## config.mk

```make
export PLATFORM = sky130hd
export DESIGN_NAME = multicycle_cpu_datapath
export DESIGN_NICKNAME = d
export VERILOG_FILES = /design/src/hdl/mcd_pkg.sv /design/src/hdl/mcd_ram.sv /design/src/hdl/mcd_regfile.sv /design/src/hdl/mcd_alu.sv /design/src/hdl/multicycle_cpu_datapath.sv
export SDC_FILE = /design/constraint.sdc
export NUM_CORES = 1
export LEC_CHECK = 0
export BUFFER_PORTS_ARGS = -buffer_cell sky130_fd_sc_hd__buf_2
export CELL_PAD_IN_SITES_DETAIL_PLACEMENT = 0
export CELL_PAD_IN_SITES_GLOBAL_PLACEMENT = 1
export CORE_AREA = 10 10 290 292
export CTS_CLUSTER_DIAMETER = 30
export DETAILED_ROUTE_END_ITERATION = 12
export DIE_AREA = 0 0 300 302
export GPL_TIMING_DRIVEN = 0
export MAX_ROUTING_LAYER = met4
export PLACE_DENSITY_LB_ADDON = 0.1
export SYNTH_ARGS = -nofsm -noshare
export SYNTH_HDL_FRONTEND = slang
export SYNTH_HIERARCHICAL = 1
export SYNTH_SLANG_ARGS = --single-unit
```

## constraint.sdc

```tcl
create_clock -name clk -period 4.25 [get_ports clk]
set_input_delay 0.425 -clock clk [delete_from_list [all_inputs] [get_ports clk]]
set_output_delay 0.425 -clock clk [all_outputs]
set_load 0.01 [all_outputs]
```

## src/hdl/mcd_pkg.sv

```systemverilog
`default_nettype none
// ----------------------------------------------------------------------------
// mcd_pkg
// Shared widths, ALU operation codes and register-file write request type
// for the multicycle processor datapath.
// ----------------------------------------------------------------------------
package mcd_pkg;

	localparam int WORD_W    = 16;
	localparam int REG_COUNT = 16;
	localparam int REG_AW    = 4;
	localparam int MASK_W    = 5;

	localparam logic [REG_AW-1:0] REG_LINK = 4'd15;

	localparam int LD_A   = 0;
	localparam int LD_B   = 1;
	localparam int LD_RES = 2;
	localparam int LD_PC  = 3;
	localparam int LD_MDR = 4;

	typedef enum logic [3:0] {
		ALU_ADD    = 4'd0,
		ALU_SUB    = 4'd1,
		ALU_AND    = 4'd2,
		ALU_OR     = 4'd3,
		ALU_NOT    = 4'd4,
		ALU_SHL    = 4'd5,
		ALU_SHR    = 4'd6,
		ALU_IMM    = 4'd7,
		ALU_LDOFS  = 4'd8,
		ALU_STOFS  = 4'd9,
		ALU_PCINC  = 4'd10,
		ALU_BRANCH = 4'd11,
		ALU_JUMP   = 4'd12,
		ALU_PASSA  = 4'd13,
		ALU_PASSPC = 4'd14,
		ALU_ZERO   = 4'd15
	} alu_op_t;

	typedef struct packed {
		logic              en;
		logic [REG_AW-1:0] addr;
		logic [WORD_W-1:0] data;
	} rf_wr_t;

endpackage : mcd_pkg
`default_nettype wire

```

## src/hdl/mcd_ram.sv

```systemverilog
`default_nettype none
// ----------------------------------------------------------------------------
// mcd_ram
// Generic RAM: one write port, two registered read ports, read before write.
// ----------------------------------------------------------------------------
module mcd_ram #(
	parameter int WIDTH = 16,
	parameter int DEPTH = 16,
	localparam int AW   = $clog2(DEPTH)
) (
	input  wire logic             clk,
	input  wire logic             we,
	input  wire logic [AW-1:0]    waddr,
	input  wire logic [WIDTH-1:0] wdata,
	input  wire logic [AW-1:0]    raddr0,
	input  wire logic [AW-1:0]    raddr1,
	output logic      [WIDTH-1:0] rdata0,
	output logic      [WIDTH-1:0] rdata1
);

	logic [WIDTH-1:0] mem [DEPTH];

	always_ff @(posedge clk) begin
		if (we) begin
			mem[waddr] <= wdata;
		end
		rdata0 <= mem[raddr0];
		rdata1 <= mem[raddr1];
	end

endmodule : mcd_ram
`default_nettype wire

```

## src/hdl/mcd_regfile.sv

```systemverilog
`default_nettype none
// ----------------------------------------------------------------------------
// mcd_regfile
// Register file on a RAM with reset-cleared valid bits. Reads are issued ahead
// of use from the next instruction; the write of the previous edge and
// the write of this cycle are forwarded.
// ----------------------------------------------------------------------------
module mcd_regfile
	import mcd_pkg::*;
(
	input  wire logic              clk,
	input  wire logic              arst_n,
	input  wire rf_wr_t            wr,
	input  wire logic [REG_AW-1:0] ra_d,
	input  wire logic [REG_AW-1:0] rb_d,
	output logic      [WORD_W-1:0] a_val,
	output logic      [WORD_W-1:0] b_val
);

	logic [REG_COUNT-1:0] valid_q;
	logic [REG_AW-1:0]    ra_q;
	logic [REG_AW-1:0]    rb_q;
	logic                 va_q;
	logic                 vb_q;
	rf_wr_t               lw_q;
	logic [WORD_W-1:0]    rdata_a;
	logic [WORD_W-1:0]    rdata_b;
	logic [WORD_W-1:0]    stored_a;
	logic [WORD_W-1:0]    stored_b;

	mcd_ram #(
		.WIDTH (WORD_W),
		.DEPTH (REG_COUNT)
	) u_ram (
		.clk    (clk),
		.we     (wr.en),
		.waddr  (wr.addr),
		.wdata  (wr.data),
		.raddr0 (ra_d),
		.raddr1 (rb_d),
		.rdata0 (rdata_a),
		.rdata1 (rdata_b)
	);

	always_ff @(posedge clk or negedge arst_n) begin
		if (!arst_n) begin
			valid_q <= '0;
			ra_q    <= '0;
			rb_q    <= '0;
			va_q    <= 1'b0;
			vb_q    <= 1'b0;
			lw_q    <= '0;
		end else begin
			if (wr.en) begin
				valid_q[wr.addr] <= 1'b1;
			end
			ra_q <= ra_d;
			rb_q <= rb_d;
			va_q <= valid_q[ra_d];
			vb_q <= valid_q[rb_d];
			lw_q <= wr;
		end
	end

	always_comb begin
		stored_a = (lw_q.en && lw_q.addr == ra_q) ? lw_q.data : (va_q ? rdata_a : '0);
		stored_b = (lw_q.en && lw_q.addr == rb_q) ? lw_q.data : (vb_q ? rdata_b : '0);
		a_val    = (wr.en && wr.addr == ra_q) ? wr.data : stored_a;
		b_val    = (wr.en && wr.addr == rb_q) ? wr.data : stored_b;
	end

endmodule : mcd_regfile
`default_nettype wire

```

## src/hdl/mcd_alu.sv

```systemverilog
`default_nettype none
// ----------------------------------------------------------------------------
// mcd_alu
// Sixteen-operation ALU on the A, B and PC registers and the instruction.
// ----------------------------------------------------------------------------
module mcd_alu
	import mcd_pkg::*;
(
	input  wire logic [3:0]        op,
	input  wire logic [WORD_W-1:0] a,
	input  wire logic [WORD_W-1:0] b,
	input  wire logic [WORD_W-1:0] pc,
	input  wire logic [WORD_W-1:0] ir,
	output logic      [WORD_W-1:0] res
);

	always_comb begin
		case (alu_op_t'(op))
			ALU_ADD:    res = a + b;
			ALU_SUB:    res = a - b;
			ALU_AND:    res = a & b;
			ALU_OR:     res = a | b;
			ALU_NOT:    res = ~a;
			ALU_SHL:    res = a << b[3:0];
			ALU_SHR:    res = a >> b[3:0];
			ALU_IMM:    res = {8'd0, ir[7:0]};
			ALU_LDOFS:  res = b + {12'd0, ir[7:4]};
			ALU_STOFS:  res = b + {12'd0, ir[11:8]};
			ALU_PCINC:  res = pc + 16'd1;
			ALU_BRANCH: res = pc + {{8{ir[11]}}, ir[11:4]};
			ALU_JUMP:   res = {pc[15:12], ir[11:0]};
			ALU_PASSA:  res = a;
			ALU_PASSPC: res = pc;
			ALU_ZERO:   res = '0;
			default:    res = '0;
		endcase
	end

endmodule : mcd_alu
`default_nettype wire

```

## src/hdl/multicycle_cpu_datapath.sv

```systemverilog
`default_nettype none
// ----------------------------------------------------------------------------
// multicycle_cpu_datapath
// 16-bit multicycle processor datapath driven by one control word per step.
//
// The slave channel carries one controller micro-step per request; the master
// channel returns the datapath outputs (address, store data, B flags, opcode)
// seen after that step, one result per request, in order.
// A request is captured in an input register and executed from there:
// writeback, ALU and register loads run in one pass of logic into the state
// and the output register, which then holds the result.
// Throughput is one request per cycle while the receiver takes results, set by the
// register-file read, ALU and load selection that form the single execution stage.
// Register-file reads are issued ahead of use from the next instruction word.
// Reset clears every register but the input control word, the register-file valid
// bits and both channels; the held output comes up with the zero flag set.
// When the receiver stalls the output register holds, a full input register
// holds behind it and s_tready drops; nothing executes until it drains.
// ----------------------------------------------------------------------------
module multicycle_cpu_datapath
	import mcd_pkg::*;
(
	input  wire logic        clk,
	input  wire logic        arst_n,
	input  wire logic        s_tvalid,
	output logic             s_tready,
	// hold, wb_en, dest_is_r15, write_from_mdr, alu_select[3:0],
	// load_mask[4:0], load_instruction, addr_from_result, mem_data_in[15:0]
	input  wire logic [31:0] s_tdata,
	output logic             m_tvalid,
	input  wire logic        m_tready,
	// mem_addr[15:0], store_data[15:0], b_is_zero, b_is_negative, opcode[3:0]
	output logic      [39:0] m_tdata
);

	typedef struct packed {
		logic              pad;
		logic [WORD_W-1:0] mem_data_in;
		logic              addr_from_result;
		logic              load_instruction;
		logic [MASK_W-1:0] load_mask;
		logic [3:0]        alu_select;
		logic              write_from_mdr;
		logic              dest_is_r15;
		logic              wb_en;
		logic              hold;
	} ctrl_t;

	typedef struct packed {
		logic [1:0]        pad;
		logic [3:0]        opcode;
		logic              b_is_negative;
		logic              b_is_zero;
		logic [WORD_W-1:0] store_data;
		logic [WORD_W-1:0] mem_addr;
	} out_item_t;

	ctrl_t             ctrl_s1;
	logic              valid_s1;
	logic              advance;
	logic              step;

	logic [WORD_W-1:0] pc_q, ir_q, a_q, b_q, res_q, mdr_q;
	logic [WORD_W-1:0] pc_n, ir_n, a_n, b_n, res_n, mdr_n;
	logic [WORD_W-1:0] ir_d;
	out_item_t         out_q, out_n;

	logic [WORD_W-1:0] alu_res;
	logic [WORD_W-1:0] rf_a, rf_b;
	rf_wr_t            rf_wr;

	assign advance  = !m_tvalid || m_tready;
	assign step     = valid_s1 && advance;
	assign s_tready = !valid_s1 || advance;
	assign m_tdata  = out_q;

	always_comb begin
		rf_wr.en   = step && !ctrl_s1.hold && ctrl_s1.wb_en;
		rf_wr.addr = ctrl_s1.dest_is_r15 ? REG_LINK : ir_q[11:8];
		rf_wr.data = ctrl_s1.write_from_mdr ? mdr_q : res_q;
	end

	assign ir_d = step ? ir_n : ir_q;

	mcd_regfile u_regfile (
		.clk    (clk),
		.arst_n (arst_n),
		.wr     (rf_wr),
		.ra_d   (ir_d[7:4]),
		.rb_d   (ir_d[3:0]),
		.a_val  (rf_a),
		.b_val  (rf_b)
	);

	mcd_alu u_alu (
		.op  (ctrl_s1.alu_select),
		.a   (a_q),
		.b   (b_q),
		.pc  (pc_q),
		.ir  (ir_q),
		.res (alu_res)
	);

	always_comb begin
		pc_n  = pc_q;
		ir_n  = ir_q;
		a_n   = a_q;
		b_n   = b_q;
		res_n = res_q;
		mdr_n = mdr_q;
		out_n = out_q;
		if (!ctrl_s1.hold) begin
			if (ctrl_s1.load_mask[LD_A])   a_n   = rf_a;
			if (ctrl_s1.load_mask[LD_B])   b_n   = rf_b;
			if (ctrl_s1.load_mask[LD_RES]) res_n = alu_res;
			if (ctrl_s1.load_mask[LD_PC])  pc_n  = alu_res;
			if (ctrl_s1.load_mask[LD_MDR]) mdr_n = ctrl_s1.mem_data_in;
			out_n.mem_addr      = ctrl_s1.addr_from_result ? res_n : pc_n;
			out_n.store_data    = a_n;
			out_n.b_is_zero     = (b_n == '0);
			out_n.b_is_negative = b_n[WORD_W-1];
		end
		if (ctrl_s1.load_instruction) begin
			ir_n         = ctrl_s1.mem_data_in;
			a_n          = '0;
			b_n          = '0;
			res_n        = '0;
			mdr_n        = '0;
			out_n.opcode = ctrl_s1.mem_data_in[15:12];
		end
	end

	always_ff @(posedge clk) begin
		if (s_tvalid && s_tready) begin
			ctrl_s1 <= ctrl_t'(s_tdata);
		end
	end

	always_ff @(posedge clk or negedge arst_n) begin
		if (!arst_n) begin
			valid_s1 <= 1'b0;
			m_tvalid <= 1'b0;
			pc_q     <= '0;
			ir_q     <= '0;
			a_q      <= '0;
			b_q      <= '0;
			res_q    <= '0;
			mdr_q    <= '0;
			out_q    <= '{pad: '0, opcode: '0, b_is_negative: 1'b0, b_is_zero: 1'b1,
				store_data: '0, mem_addr: '0};
		end else begin
			if (s_tready) begin
				valid_s1 <= s_tvalid;
			end
			if (advance) begin
				m_tvalid <= valid_s1;
			end
			if (step) begin
				pc_q  <= pc_n;
				ir_q  <= ir_n;
				a_q   <= a_n;
				b_q   <= b_n;
				res_q <= res_n;
				mdr_q <= mdr_n;
				out_q <= out_n;
			end
		end
	end

	a_ready_when_empty : assert property (
		@(posedge clk) disable iff (!arst_n) !valid_s1 |-> s_tready
	) else $error("input refused with empty input stage");

	a_stall_holds_stage : assert property (
		@(posedge clk) disable iff (!arst_n) (valid_s1 && !advance) |=> valid_s1
	) else $error("queued request dropped during stall");

	a_held_step_keeps_outputs : assert property (
		@(posedge clk) disable iff (!arst_n)
		(step && ctrl_s1.hold) |=> $stable(m_tdata[33:0])
	) else $error("held step changed datapath outputs");

	a_opcode_from_load : assert property (
		@(posedge clk) disable iff (!arst_n)
		(step && ctrl_s1.load_instruction) |=> (m_tdata[37:34] == $past(ctrl_s1.mem_data_in[15:12]))
	) else $error("opcode not taken from loaded instruction");

endmodule : multicycle_cpu_datapath
`default_nettype wire

```

==> qor.yml <==
synth:
  async_flop_share_pct: 35.94
  synth_warnings: 6
  synth_top_area_share_pct: 31.75
  synth_enable_flop_cells: 287
  synth_top_area_cell: "edfxtp_1"
  yosysUniqueCellTypes: 103
  synth_area_leaders: "edfxtp_1 (32%), dfrtp_1 (16%), mux4_2 (10%), ha_1 (3.3%), dfxtp_1 (2.4%)"
  ys_ff_latch: 498
  ys.flop_type: "edfxtp_1"
  synth_cells: 2105
  ys_seq_area_share_pct: 50.62
  mappedNetlistArea_sq_um: 27140
  avgSynthCellArea_sq_um: 12.89
floorplanning:
  die_w_microns: 300
  fp.dieH_microns: 302
  initial_utilization_pct: 34.64
  rows: 103
  boundaryPins: 78
  dieArea_sq_um: 90600
  core_sq_um: 78360
worst_setup_path:
  crit_family: "compound AO/OA/AOI/OAI gates"
  cp_max_fo: 10
  worstPathRequired_ps: 4780
  r2r_cells: 15
  crit_type: "flip-flop to flip-flop"
  end_kind: "flip-flop"
  arrival_ps: 4630
  timing.rr.start: "ctrl_s1[5]"
  critical_path.slowest_cell: "fa_1"
  cp_num_buf_inv: 3
  r2r_slack_ps: 150
  path_cells: "buf_2 > and3b_1 > buf_4 > clkbuf_4 > nand3b_1 > ha_1 > fa_1 > a211oi_4 > o21bai_4 > nand2_1 > a22oi_4 > xnor2_1 > a2111oi_1 > o211ai_1 > mux2_2"
  slowest_delay_ps: 510
  rr_endpoint: "pc_q[8]"
  cp-start-kind: "flip-flop"
cells_and_area:
  fillers: 7378
  final_common_cell: "edfxtp_1"
  drive_above_1_share_pct: 25.97
  final_util_pct: 43.01
  area_delta_synth_final_pct: 24.17
  final_cell_mix: "edfxtp_1 (287), dfrtp_1 (177), nand2_1 (128)"
  nNetsFinal: 2460
  diodes: 0
routing:
  wl_microns: 100600
  met2_length_microns: 50970
  route.vias.total: 20180
  wl_met3_microns: 4743
  top_layer_used: "met4"
  wl_per_cell_microns: 28.71
  wl_met1_microns: 41370
  drc: 0
  drt-initial-drc-count: 1683
  drt_first_pass_iters: 6
  viasPerCell: 5.760
  ant_nets: 0
clock_network:
  htree_levels: 3
  cts_sinks: 498
  clockBufferDepth: 3
  cts-root-buf: "clkbuf_16"
  cts.reportedPaths.clkPinSlew_ps: 50
  cts_tree: "built"
  clkLatencyLatePin_ps: 690
  cts_buffers: 116
global_route:
  grt_overflow_total: 0
  antenna_found_initial: 11
  grt_pass1_wl_microns: 145400
  track_usage_pct: 22.38
  grt_pass1_vias: 20750
  grt_max_degree: 93
timing:
  tns_ps: 0
  fin_crit_ps: 4105
  finalSetupViolations: 0
  finalHoldViolations: 0
  slew_viol_final: 0
  worst_hold_slack_ps: 81.14
  slew_headroom_pct: 19.13
  max_freq_mhz: 243.6
  fin_skew_ps: 93.19
  finalCritPeriodShare_pct: 96.58
  fin_ws_ps: 145.5
  worst_pin_slew_ps: 1204
  rsz0062_at_grt: "true"
place:
  pre_cts_ws_ps: -593.8
  port_buffers: 74
  gp_congestion: 0.9395
  dpl.hpwl_microns: 76240
worst_hold_path:
  min_to: "m_tvalid"
  hp-class: "primary input to flip-flop"
  hold_path_depth: 3
  min_from: "m_tready"
power_and_ir_drop:
  vdd_ir_drop_max_mv: 0.4112
  powerDensity_nw_per_um2: 583.8
  p_leak_nw: 12.69
run:
  cap_violations: 0
status:
  status: "finished clean"
-- worst max path at each step --
stage / start / to / slack (ps) / depth (start not counted)
2_1_floorplan: ctrl_s1[4] / pc_q[12] / 480 / 15
3_3_place_gp: m_tready / u_regfile/u_ram/mem[0][11] / -1130 / 6
3_5_place_dp: ctrl_s1[4] / pc_q[10] / -590 / 15
4_1_cts: b_q[0] / pc_q[6] / 6 / 11
5_1_grt: b_q[1] / m_tdata[15] / -20 / 15
6_report: ctrl_s1[5] / pc_q[8] / 150 / 15
-- registers in the layout, indices dropped and copies added (netlist names), 4 cells and up --
register                flops
mdr_q                      16
u_regfile/valid_q          16
u_regfile/lw_q             21
ctrl_s1                    31
u_regfile/ra_q              4
pc_q                       16
u_regfile/u_ram/mem       256
m_tdata                    34
b_q                        16
res_q                      16
u_regfile/rb_q              4
u_regfile/u_ram/rdata0     16
a_q                        16
ir_q                       16
u_regfile/u_ram/rdata1     16
-- cells by family after synthesis --
logic type / Yosys count / share of synthesized area (%)
and+or+nand+nor: 508 / 9.380
buffers and inverters: 224 / 4.351
other: 1 / 0.01382
muxes: 251 / 16.76
AOI/OAI and AO/OA: 498 / 13.57
xor gates and xnor gates: 51 / 1.812
DFF: 498 / 50.62
adders and majority gates: 74 / 3.494
-- cell usage after synthesis, drive strengths merged (14+ instances only) --
master    n
a31oi    37
or3      21
nand2   130
mux2i    49
o31ai    19
a211oi   22
xnor2    37
o21ai    56
nor2b    19
dfxtp    32
nor2    136
a22oi    74
nand3    22
buf      83
nor3     61
a22o     48
mux4    150
nand2b   22
o22ai    30
o311ai   18
mux2     52
dfrtp   178
a32o     18
clkbuf   69
edfxtp  287
ha       71
o211ai   31
a21oi    55
inv      69
nand4    19
xor2     14
-- layout make-up --
class                      count  area [sq um]  area share, %
timing repair buffer         128          1026          3.044
inverter                      70         262.8         0.7796
buffer                       152         919.6          2.729
multi-input combinational   1384         12360          36.67
sequential                   498         13740          40.77
clock inverter                76         919.6          2.729
clock buffer                 145          3163          9.385
tap                         1050          1314          3.898
-- report_power, final --
group / total (mW) / switching (mW) / internal (mW)
Combinational: 4.46 / 2.67 / 1.79
Sequential: 6.23 / 0.580 / 5.65
Clock: 8.99 / 2.91 / 6.07
-- through the flow --
stage                     std cells  instance area [sq um]  power [mW]
after floorplan                2106                  27150       8.897
after global placement         3230                  28830       10.68
after detailed placement       3249                  29190       10.71
after CTS                      3502                  33610       19.81
after global routing           3503                  33700       20.45
final                          3503                  33700       19.68
-- per-layer routing --
| layer | global-route usage, % | up-vias |
|---|---|---|
| met3 | 3.617 | 174 |
| met4 | 7.490 | 0 |
| li1 | - | 8856 |
| met2 | 37.98 | 604 |
| met5 | - | - |
| met1 | 26.93 | 10540 |
-- what timing repair did --
action                     4_1_cts  5_1_grt
setup buffers                    1        1
hold endpoints to repair       123        0
hold buffers                    33        0
resized for setup                4       20
setup endpoints to repair       26       19
pin swaps                        1        2
-- worst reg2reg max path: stages (launching register included) --
cell and delay [ps]:
edfxtp_1 310, buf_2 230, and3b_1 190, buf_4 190, clkbuf_4 230, nand3b_1 100
ha_1 250, fa_1 510, a211oi_4 370, o21bai_4 120, nand2_1 250, a22oi_4 120
xnor2_1 140, a2111oi_1 400, o211ai_1 260, mux2_2 320
Power figures use the tool's default switching activity.
